File: src/hw/rtl/assert_macros.svh
// Assertion macros shared by the sequencer RTL.
`ifndef ASSERT_MACROS_SVH
`define ASSERT_MACROS_SVH

`ifndef NO_ASSERTIONS
// expr must hold at every clock edge outside reset
`define ASSERT_ALWAYS(name, clk, rst, expr) \
  name: assert property (@(posedge clk) disable iff (rst) (expr)) \
    else $error("assertion failed");
// cond at one edge implies expr at the same edge
`define ASSERT_IMPLIES(name, clk, rst, cond, expr) \
  name: assert property (@(posedge clk) disable iff (rst) (cond) |-> (expr)) \
    else $error("assertion failed");
`else
`define ASSERT_ALWAYS(name, clk, rst, expr)
`define ASSERT_IMPLIES(name, clk, rst, cond, expr)
`endif

`endif

File: src/hw/rtl/fesq_pkg.sv
// Types, constants and step decoding for the flash erase/program sequencer.
`default_nettype none
package fesq_pkg;

  localparam int unsigned QDEPTH = 4;
  localparam int unsigned QPTR_W = $clog2(QDEPTH);

  localparam logic [1:0] KIND_START = 2'd0;
  localparam logic [1:0] KIND_BYTE  = 2'd1;
  localparam logic [1:0] KIND_READ  = 2'd2;

  localparam logic [1:0] OP_WRITE  = 2'd0;
  localparam logic [1:0] OP_READ   = 2'd1;
  localparam logic [1:0] OP_STATUS = 2'd2;

  localparam logic [2:0] EV_NONE         = 3'd0;
  localparam logic [2:0] EV_ERASE_DONE   = 3'd1;
  localparam logic [2:0] EV_VERIFIED     = 3'd2;
  localparam logic [2:0] EV_PROG_RETRY   = 3'd3;
  localparam logic [2:0] EV_VERIFY_RETRY = 3'd4;
  localparam logic [2:0] EV_ERASE_RETRY  = 3'd5;
  localparam logic [2:0] EV_IMAGE_END    = 3'd6;

  localparam logic [7:0] CMD_UNLOCK1 = 8'hAA;
  localparam logic [7:0] CMD_UNLOCK2 = 8'h55;
  localparam logic [7:0] CMD_PROGRAM = 8'hA0;
  localparam logic [7:0] CMD_ERASE   = 8'h80;
  localparam logic [7:0] CMD_SECTOR  = 8'h30;
  localparam logic [7:0] CMD_RESET   = 8'hF0;
  localparam logic [7:0] BLANK_BYTE  = 8'hFF;
  localparam logic [7:0] DQ5_MASK    = 8'h20;
  localparam logic [7:0] LIMIT_RESET = 8'd20;
  localparam logic [7:0] RUN_MAX     = 8'hFF;

  localparam logic [15:0] ADDR_555 = 16'h0555;
  localparam logic [15:0] ADDR_2AA = 16'h02AA;

  typedef enum logic [3:0] {
    PH_IDLE, PH_ERASE_FIRST, PH_ERASE_POLL, PH_ERASE_RECHECK, PH_READY,
    PH_PROG_POLL, PH_PROG_RECHECK, PH_VERIFY, PH_DONE
  } phase_t;

  // Result sequences the back end knows how to play out.
  typedef enum logic [2:0] {
    SEQ_ERASE, SEQ_PROG, SEQ_VERIFY, SEQ_READ, SEQ_STATUS
  } seq_t;

  typedef struct packed {
    seq_t        seq;
    logic [2:0]  start;
    logic [2:0]  stop;
    logic [2:0]  first_ev;
    logic [15:0] addr;
    logic [7:0]  data;
    logic [15:0] count;
  } job_t;

  typedef struct packed {
    logic [1:0]  op;
    logic [15:0] addr;
    logic [7:0]  data;
    logic [2:0]  ev;
  } bus_t;

  // One result of a sequence. Event here is the one carried on steps past
  // the first; the first step takes the job's own event.
  function automatic bus_t seq_step(input seq_t seq, input logic [2:0] step,
                                    input logic [15:0] addr, input logic [7:0] data);
    bus_t r;
    r = '{op: OP_WRITE, addr: 16'd0, data: 8'd0, ev: EV_NONE};
    case (seq)
      SEQ_ERASE: begin
        case (step)
          3'd0: r.data = CMD_RESET;
          3'd1: begin r.addr = ADDR_555; r.data = CMD_UNLOCK1; end
          3'd2: begin r.addr = ADDR_2AA; r.data = CMD_UNLOCK2; end
          3'd3: begin r.addr = ADDR_555; r.data = CMD_ERASE;   end
          3'd4: begin r.addr = ADDR_555; r.data = CMD_UNLOCK1; end
          3'd5: begin r.addr = ADDR_2AA; r.data = CMD_UNLOCK2; end
          3'd6: r.data = CMD_SECTOR;
          default: r.op = OP_READ;
        endcase
      end
      SEQ_PROG: begin
        case (step)
          3'd0: begin r.addr = addr; r.data = CMD_RESET; end
          3'd1: r.data = CMD_RESET;
          3'd2: begin r.addr = ADDR_555; r.data = CMD_UNLOCK1; end
          3'd3: begin r.addr = ADDR_2AA; r.data = CMD_UNLOCK2; end
          3'd4: begin r.addr = ADDR_555; r.data = CMD_PROGRAM; end
          3'd5: begin r.addr = addr; r.data = data; end
          default: begin r.op = OP_READ; r.addr = addr; end
        endcase
      end
      SEQ_VERIFY: begin
        r.addr = addr;
        if (step == 3'd0) begin
          r.data = CMD_RESET;
        end else begin
          r.op = OP_READ;
        end
      end
      SEQ_READ: begin
        r.op   = OP_READ;
        r.addr = addr;
      end
      default: begin
        r.op = OP_STATUS;
        if (step != 3'd0) begin
          r.ev = EV_IMAGE_END;
        end
      end
    endcase
    return r;
  endfunction

endpackage
`default_nettype wire

File: src/hw/rtl/flash_erase_program_sequencer_unit.sv
// Top level of the JEDEC parallel flash erase/program sequencer.
//
//  channel | signals                          | direction | carries
//  --------+----------------------------------+-----------+--------------------------
//  in      | in_valid, in_stall, kind, value  | into unit | start, image byte, read data
//  out     | out_valid, out_stall, op, ...    | from unit | bus write/read, status
//  cfg     | cfg_we, cfg_data                 | into unit | blank_run_limit
//
// An item is taken whenever in_valid is high and in_stall is low; the front end
// updates the phase at once and, unless it drops the item, posts a job into a
// four-entry queue. The back end plays a job out through its output register
// at one result per cycle while out_stall is low, 1 to 8 results per item.
// in_stall rises only while the job queue is full; out_stall holds the
// output register. rst is synchronous and clears phase, counters and queue;
// blank_run_limit returns to 20.
`default_nettype none
module flash_erase_program_sequencer_unit import fesq_pkg::*; (
  input  wire logic        clk,
  input  wire logic        rst,
  input  wire logic        cfg_we,
  input  wire logic [7:0]  cfg_data,
  input  wire logic        in_valid,
  output logic             in_stall,
  input  wire logic [1:0]  kind,
  input  wire logic [7:0]  value,
  output logic             out_valid,
  input  wire logic        out_stall,
  output logic [1:0]       op,
  output logic [15:0]      flash_address,
  output logic [7:0]       write_data,
  output logic [2:0]       event_res,
  output logic [15:0]      verified_count,
  output logic             last
);

  logic accept;
  logic push, pop, q_full, q_nonempty;
  job_t push_job, q_head;

  // items wait only on queue space, never on the output side directly
  assign in_stall = q_full;
  assign accept   = in_valid && !in_stall;

  fesq_front u_front (
    .clk      (clk),
    .rst      (rst),
    .cfg_we   (cfg_we),
    .cfg_data (cfg_data),
    .accept   (accept),
    .kind     (kind),
    .value    (value),
    .push     (push),
    .job      (push_job)
  );

  fesq_queue u_queue (
    .clk      (clk),
    .rst      (rst),
    .push     (push),
    .push_job (push_job),
    .pop      (pop),
    .full     (q_full),
    .nonempty (q_nonempty),
    .head     (q_head)
  );

  fesq_back u_back (
    .clk            (clk),
    .rst            (rst),
    .q_nonempty     (q_nonempty),
    .q_head         (q_head),
    .pop            (pop),
    .out_valid      (out_valid),
    .out_stall      (out_stall),
    .op             (op),
    .flash_address  (flash_address),
    .write_data     (write_data),
    .event_res      (event_res),
    .verified_count (verified_count),
    .last           (last)
  );

endmodule
`default_nettype wire

File: src/hw/rtl/fesq_front.sv
// Front end: takes items, tracks the sequencer phase and posts jobs.
`default_nettype none
module fesq_front import fesq_pkg::*; (
  input  wire logic        clk,
  input  wire logic        rst,
  input  wire logic        cfg_we,
  input  wire logic [7:0]  cfg_data,
  input  wire logic        accept,
  input  wire logic [1:0]  kind,
  input  wire logic [7:0]  value,
  output logic             push,
  output job_t             job
);

  logic [7:0]  blank_run_limit;
  phase_t      phase, phase_next;
  logic [15:0] next_address, next_address_next;
  logic [7:0]  pending_byte, pending_byte_next;
  logic [7:0]  blank_run, blank_run_next;
  logic [15:0] good_bytes, good_bytes_next;
  logic        post;

  always_comb begin
    phase_next        = phase;
    next_address_next = next_address;
    pending_byte_next = pending_byte;
    blank_run_next    = blank_run;
    good_bytes_next   = good_bytes;
    post              = 1'b0;
    job = '{seq: SEQ_READ, start: 3'd0, stop: 3'd0, first_ev: EV_NONE,
            addr: 16'd0, data: 8'd0, count: good_bytes};
    case (kind)
      KIND_START: begin
        next_address_next = 16'd0;
        blank_run_next    = 8'd0;
        good_bytes_next   = 16'd0;
        post              = 1'b1;
        job.seq   = SEQ_ERASE;
        job.start = 3'd1;
        job.stop  = 3'd7;
        job.count = 16'd0;
        phase_next = PH_ERASE_FIRST;
      end
      KIND_BYTE: begin
        if (phase == PH_READY) begin
          if (value == BLANK_BYTE) begin
            if (blank_run != RUN_MAX) blank_run_next = blank_run + 8'd1;
          end else begin
            blank_run_next = 8'd0;
          end
          pending_byte_next = value;
          post      = 1'b1;
          job.seq   = SEQ_PROG;
          job.start = 3'd1;
          job.stop  = 3'd6;
          job.addr  = next_address;
          job.data  = value;
          phase_next = PH_PROG_POLL;
        end
      end
      KIND_READ: begin
        job.addr = next_address;
        job.data = pending_byte;
        case (phase)
          PH_ERASE_FIRST: begin
            post = 1'b1;
            job.addr = 16'd0;
            phase_next = PH_ERASE_POLL;
          end
          PH_ERASE_POLL, PH_ERASE_RECHECK: begin
            post = 1'b1;
            job.addr = 16'd0;
            if (value == BLANK_BYTE) begin
              job.seq      = SEQ_STATUS;
              job.first_ev = EV_ERASE_DONE;
              phase_next   = PH_READY;
            end else if (phase == PH_ERASE_RECHECK) begin
              job.seq      = SEQ_ERASE;
              job.stop     = 3'd7;
              job.first_ev = EV_ERASE_RETRY;
              phase_next   = PH_ERASE_FIRST;
            end else if ((value & DQ5_MASK) != 8'd0) begin
              phase_next = PH_ERASE_RECHECK;
            end
          end
          PH_PROG_POLL, PH_PROG_RECHECK: begin
            post = 1'b1;
            if (value == pending_byte) begin
              job.seq    = SEQ_VERIFY;
              job.stop   = 3'd1;
              phase_next = PH_VERIFY;
            end else if (phase == PH_PROG_RECHECK) begin
              job.seq      = SEQ_PROG;
              job.stop     = 3'd6;
              job.first_ev = EV_PROG_RETRY;
              phase_next   = PH_PROG_POLL;
            end else if ((value & DQ5_MASK) != 8'd0) begin
              phase_next = PH_PROG_RECHECK;
            end
          end
          PH_VERIFY: begin
            post = 1'b1;
            if (value == pending_byte) begin
              good_bytes_next   = good_bytes + 16'd1;
              next_address_next = next_address + 16'd1;
              job.seq      = SEQ_STATUS;
              job.first_ev = EV_VERIFIED;
              job.count    = good_bytes + 16'd1;
              if (blank_run > blank_run_limit) begin
                job.stop   = 3'd1;
                phase_next = PH_DONE;
              end else begin
                phase_next = PH_READY;
              end
            end else begin
              job.seq      = SEQ_PROG;
              job.start    = 3'd1;
              job.stop     = 3'd6;
              job.first_ev = EV_VERIFY_RETRY;
              phase_next   = PH_PROG_POLL;
            end
          end
          default: post = 1'b0;
        endcase
      end
      default: post = 1'b0;
    endcase
  end

  assign push = accept && post;

  always_ff @(posedge clk) begin
    if (rst) begin
      blank_run_limit <= LIMIT_RESET;
      phase           <= PH_IDLE;
      next_address    <= 16'd0;
      pending_byte    <= 8'd0;
      blank_run       <= 8'd0;
      good_bytes      <= 16'd0;
    end else begin
      if (cfg_we) blank_run_limit <= cfg_data;
      if (accept) begin
        phase        <= phase_next;
        next_address <= next_address_next;
        pending_byte <= pending_byte_next;
        blank_run    <= blank_run_next;
        good_bytes   <= good_bytes_next;
      end
    end
  end

endmodule
`default_nettype wire

File: src/hw/rtl/fesq_queue.sv
// Short job queue between front and back end.
`default_nettype none
module fesq_queue import fesq_pkg::*; (
  input  wire logic clk,
  input  wire logic rst,
  input  wire logic push,
  input  wire job_t push_job,
  input  wire logic pop,
  output logic      full,
  output logic      nonempty,
  output job_t      head
);

`include "assert_macros.svh"

  job_t              slots [QDEPTH];
  logic [QPTR_W-1:0] wr_ptr, rd_ptr;
  logic [QPTR_W:0]   count;

  assign full     = (count == (QPTR_W+1)'(QDEPTH));
  assign nonempty = (count != '0);
  assign head     = slots[rd_ptr];

  always_ff @(posedge clk) begin
    if (push) slots[wr_ptr] <= push_job;
  end

  always_ff @(posedge clk) begin
    if (rst) begin
      wr_ptr <= '0;
      rd_ptr <= '0;
      count  <= '0;
    end else begin
      if (push) wr_ptr <= wr_ptr + QPTR_W'(1);
      if (pop)  rd_ptr <= rd_ptr + QPTR_W'(1);
      if (push && !pop)      count <= count + (QPTR_W+1)'(1);
      else if (pop && !push) count <= count - (QPTR_W+1)'(1);
    end
  end

  `ASSERT_ALWAYS(a_count_bound, clk, rst, count <= (QPTR_W+1)'(QDEPTH))
  `ASSERT_IMPLIES(a_no_push_full, clk, rst, push, !full)
  `ASSERT_IMPLIES(a_no_pop_empty, clk, rst, pop, nonempty)

endmodule
`default_nettype wire

File: src/hw/rtl/fesq_back.sv
// Back end: plays out queued jobs as bus results, one per cycle while out_stall is low.
`default_nettype none
module fesq_back import fesq_pkg::*; (
  input  wire logic         clk,
  input  wire logic         rst,
  input  wire logic         q_nonempty,
  input  wire job_t         q_head,
  output logic              pop,
  output logic              out_valid,
  input  wire logic         out_stall,
  output logic [1:0]        op,
  output logic [15:0]       flash_address,
  output logic [7:0]        write_data,
  output logic [2:0]        event_res,
  output logic [15:0]       verified_count,
  output logic              last
);

`include "assert_macros.svh"

  job_t       cur;
  logic       active;
  logic [2:0] step;
  logic       load, finish;
  bus_t       res;

  assign load   = active && (!out_valid || !out_stall);
  assign finish = load && (step == cur.stop);
  assign pop    = q_nonempty && (!active || finish);
  assign res    = seq_step(cur.seq, step, cur.addr, cur.data);

  always_ff @(posedge clk) begin
    if (rst) begin
      active    <= 1'b0;
      step      <= 3'd0;
      out_valid <= 1'b0;
    end else begin
      if (pop) begin
        active <= 1'b1;
        step   <= q_head.start;
      end else if (finish) begin
        active <= 1'b0;
      end else if (load) begin
        step <= step + 3'd1;
      end
      if (load)            out_valid <= 1'b1;
      else if (!out_stall) out_valid <= 1'b0;
    end
  end

  always_ff @(posedge clk) begin
    if (pop) cur <= q_head;
    if (load) begin
      op             <= res.op;
      flash_address  <= res.addr;
      write_data     <= res.data;
      event_res      <= (step == cur.start) ? cur.first_ev : res.ev;
      verified_count <= cur.count;
      last           <= (step == cur.stop);
    end
  end

  `ASSERT_IMPLIES(a_step_in_job, clk, rst, active, step <= cur.stop && step >= cur.start)
  `ASSERT_IMPLIES(a_load_needs_job, clk, rst, load, active)
  `ASSERT_IMPLIES(a_pop_when_free, clk, rst, pop, !active || finish)

endmodule
`default_nettype wire

File: config.mk
export PLATFORM = sky130hd
export DESIGN_NAME = flash_erase_program_sequencer_unit
export DESIGN_NICKNAME = d
export VERILOG_FILES = /design/src/hw/rtl/fesq_pkg.sv /design/src/hw/rtl/flash_erase_program_sequencer_unit.sv /design/src/hw/rtl/fesq_front.sv /design/src/hw/rtl/fesq_queue.sv /design/src/hw/rtl/fesq_back.sv
export VERILOG_INCLUDE_DIRS = /design/src /design/src/hw/rtl
export SDC_FILE = /design/constraint.sdc
export NUM_CORES = 1
export LEC_CHECK = 0
export BUFFER_PORTS_ARGS = -buffer_cell sky130_fd_sc_hd__buf_2
export CAP_MARGIN = 0
export CORE_MARGIN = 4
export CORE_UTILIZATION = 48
export DETAILED_ROUTE_END_ITERATION = 6
export HOLD_SLACK_MARGIN = 0.02
export PLACE_DENSITY_LB_ADDON = 0.08
export SYNTH_ARGS = -nofsm -noshare
export SYNTH_HDL_FRONTEND = slang
export SYNTH_SLANG_ARGS = --single-unit
File: constraint.sdc
create_clock -name clk -period 3.8 [get_ports clk]
set_input_delay 0.76 -clock clk [delete_from_list [all_inputs] [get_ports clk]]
set_output_delay 0.76 -clock clk [all_outputs]
set_load 0.01 [all_outputs]
==> results.toml <==
[yosys]
synth_ff_type = "edfxtp_1"
syn_inst = 1056
ys_async_sr_fraction_pct = 0
synth-edff-count = 291
synth_cell_types = 68
synth.avg_cell_area_um2 = 14.3
syn_area_mm2 = 0.0151
synth_fp_nets = 1106
yosysWarnings = 0
seq_area_frac_synth_pct = 67.6
ys_ff_latch = 365

[drt]
vias_per_cell = 5.66
vias = 8902
first_pass_iters = 5
post_drt_wl_per_cell_um = 19.4
ant_nets = 0
routed_wl_mm = 30.6
drt_iter0_drc = 600
drcViolationCount = 0

[floorplanning]
rows = 64
die_h_um = 185
io_pins = 71
fp.dieW_um = 185
start_util_pct = 49.0
core_area_mm2 = 0.0308
die-area_mm2 = 0.0344

[global_route]
groute.usage.overall_pct = 18.2
grt_pass1_wl_mm = 49.4
grt_remaining_overflow = 0
antenna_found_initial = 0
grt_max_degree = 50
grt_pass1_vias = 8918

[clock_tree]
cts_tree = "built"
cts.sinks = 365
path_clk_slew_ps = 60
cts_made_buffers = 39
cts_max_level = 2
cts-root-buf = "clkbuf_16"
cts_buffer_depth = 3
post-cts-setup-buffers = 0
clk_latency_ps = 520
hold_buffers = 0
cts_resized = 0

[worst_setup_path]
timing.rr.start = "u_front.phase[1]$_SDFFE_PP0P_"
arrival_ps = 3230
timing.rr.end = "u_queue.count[2]$_SDFFE_PP0P_"
r2r_cells = 10
start_kind = "input port"
crit_path_end = "u_queue.count[2]$_SDFFE_PP0P_"
startpoint = "kind[0]"
cp_max_fo = 5
crit_type = "input port to flop"
ff2ff_setup_slack_ps = 1090
crit_path_end_kind = "flop"
cp.required_ps = 4250

[timing]
tightest_slew_ps = 1030
period_needed_ps = 2780
fin_setup_tns_ps = 0
clock.fmax_ghz = 0.359
rsz0062_at_grt = "false"
skew_ps = 17.9
maxSlewViolCount = 0
maxSlewHeadroom_pct = 31.1
finalHoldViolations = 0
finalCritPeriodShare_pct = 73.2
setup_viol = 0

[finish]
drive_above_1_share_pct = 18.5
num_antenna_cells = 0
final_util_pct = 56.1
final_cell_count_no_fill = 1574
fin_nets = 1197
area_growth_pct = 14.4

[placed_design]
place_hpwl_mm = 19.6
place_inst = 1502
port_buffers = 70
gp_congestion = 0.951

[power]
ir_drop_uv = 350
p_leak_nw = 5.94
p_per_area_mw_per_mm2 = 634

[job]
drv_cap = 0

[worst_hold_path]
hold_class = "flop to flop"

[run_status]
status = "finished, final reports clean"
worst min-delay path by stage:
| stage | from | endpoint | cells after the start |
|---|---|---|---|
| after detailed placement | u_back.cur[10]$_DFFE_PP_ | u_back.verified_count[10]$_DFFE_PP_ | 0 |
| after CTS | u_back.cur[4]$_DFFE_PP_ | u_back.verified_count[4]$_DFFE_PP_ | 0 |
| after floorplan | u_back.cur[0]$_DFFE_PP_ | u_back.verified_count[0]$_DFFE_PP_ | 0 |
| after global routing | u_back.cur[4]$_DFFE_PP_ | u_back.verified_count[4]$_DFFE_PP_ | 0 |
| after global placement | u_back.cur[3]$_DFFE_PP_ | u_back.verified_count[3]$_DFFE_PP_ | 0 |
| final | u_back.cur[7]$_DFFE_PP_ | u_back.verified_count[7]$_DFFE_PP_ | 0 |
area by class of cell:
cell class / count / area (um^2)
clock inverters: 17 / 155
multi-input cells: 608 / 4580
repair buffers: 96 / 596
inverters: 37 / 139
clock buffers: 55 / 1100
well taps: 396 / 495
fillers: 2504 / 13500
flip-flops and latches: 365 / 10200
sequential cells by signal (all words and copies together), names as in the netlist, 2 cells and up, named ones only:
register / flops
u_back.cur: 49
u_back.event_res: 3
u_back.flash_address: 16
u_back.op: 2
u_back.step: 3
u_back.verified_count: 16
u_back.write_data: 8
u_front.blank_run: 8
u_front.blank_run_limit: 8
u_front.good_bytes: 16
u_front.next_address: 16
u_front.pending_byte: 8
u_front.phase: 4
u_queue.count: 3
u_queue.rd_ptr: 2
u_queue.slots: 196
u_queue.wr_ptr: 2
critical path: stages:
cell and delay (ps):
buf_2 120, inv_1 80, ha_1 230, nor2b_1 170, buf_4 150, o21ai_0 100
a211oi_2 320, ha_1 250, inv_1 70, fa_1 370, xor2_1 170, or3_1 310
a21oi_1 140
cells in the final DEF, fill, tap and decap left out, drive strengths merged, types with 11 or more instances in the layout:
cell type,netlist,layout
buf,14,96
and2,32,32
a21o,11,11
o21ai,46,46
inv,37,39
ha,26,26
nand2,88,88
nor2,59,59
clkbuf,32,55
mux4,49,49
clkinv,0,11
nand3,30,30
nand4,17,17
edfxtp,291,291
mux2i,13,13
nor3,23,23
a21oi,54,54
or3,15,15
dfxtp,74,74
xnor2,28,28
metal layers:
| metal | wire length [um] | up-vias | track usage, % |
|---|---|---|---|
| met5 | 0 | - | 0 |
| met4 | 643 | 0 | 4.70 |
| met3 | 1240 | 52 | 2.71 |
| met2 | 14900 | 192 | 30.5 |
| met1 | 13800 | 4433 | 25.3 |
| li1 | - | 4225 | - |
cells by family after synthesis:
logic type | Yosys count | synth area share [%]
and+or+nand+nor | 315 | 10.7
muxes | 64 | 8.31
adders and majority gates | 27 | 2.29
DFF | 365 | 67.6
buffers and inverters | 83 | 2.14
xor gates and xnor gates | 31 | 1.80
AOI/OAI and AO/OA | 171 | 7.13
cells in the mapped netlist (3+ instances only):
master,instances,area [um^2]
nand2_1,88,330
a21o_1,11,82.6
xnor2_1,28,245
nor3b_1,5,37.5
nor2b_1,9,56.3
nor4_1,7,43.8
o21ai_0,46,230
buf_1,11,41.3
ha_1,26,325
and2_1,32,200
nand2b_1,4,25.0
and4_1,7,61.3
clkbuf_1,31,116
or4_1,4,30.0
dfxtp_1,74,1480
edfxtp_1,291,8740
nand4_1,17,106
a22o_1,9,78.8
o211ai_1,9,67.6
a311oi_1,3,26.3
xor2_1,3,26.3
a21oi_1,54,270
mux2i_1,13,130
or3_1,14,87.6
a31oi_1,7,43.8
nor2_1,59,221
inv_1,37,139
a211oi_1,3,22.5
a221o_1,4,40.0
nand3_1,29,145
nor3_1,22,110
and3_1,7,43.8
mux4_2,49,1100
per-stage QoR:
stage | total power (W) | setup WS [ps] | area, um^2 | hold slack [ps]
4_1_cts | 0.0111 | 1060 | 17300 | 423
3_3_place_gp | 0.00742 | 602 | 16000 | 401
6_report | 0.0110 | 1020 | 17300 | 422
3_5_place_dp | 0.00746 | 533 | 16000 | 406
2_1_floorplan | 0.00672 | 248 | 15100 | 400
5_1_grt | 0.0115 | 837 | 17300 | 433
power breakdown:
| part | total (W) | switching (W) | leakage [nW] | internal [W] |
|---|---|---|---|---|
| Sequential | 0.00548 | 0.000344 | 3.31 | 0.00513 |
| Clock | 0.00363 | 0.00147 | 0.604 | 0.00216 |
| Combinational | 0.00185 | 0.00108 | 2.02 | 0.000767 |
| Total | 0.0110 | 0.00290 | 5.94 | 0.00806 |
No activity file was read; power rests on OpenSTA's default activity.
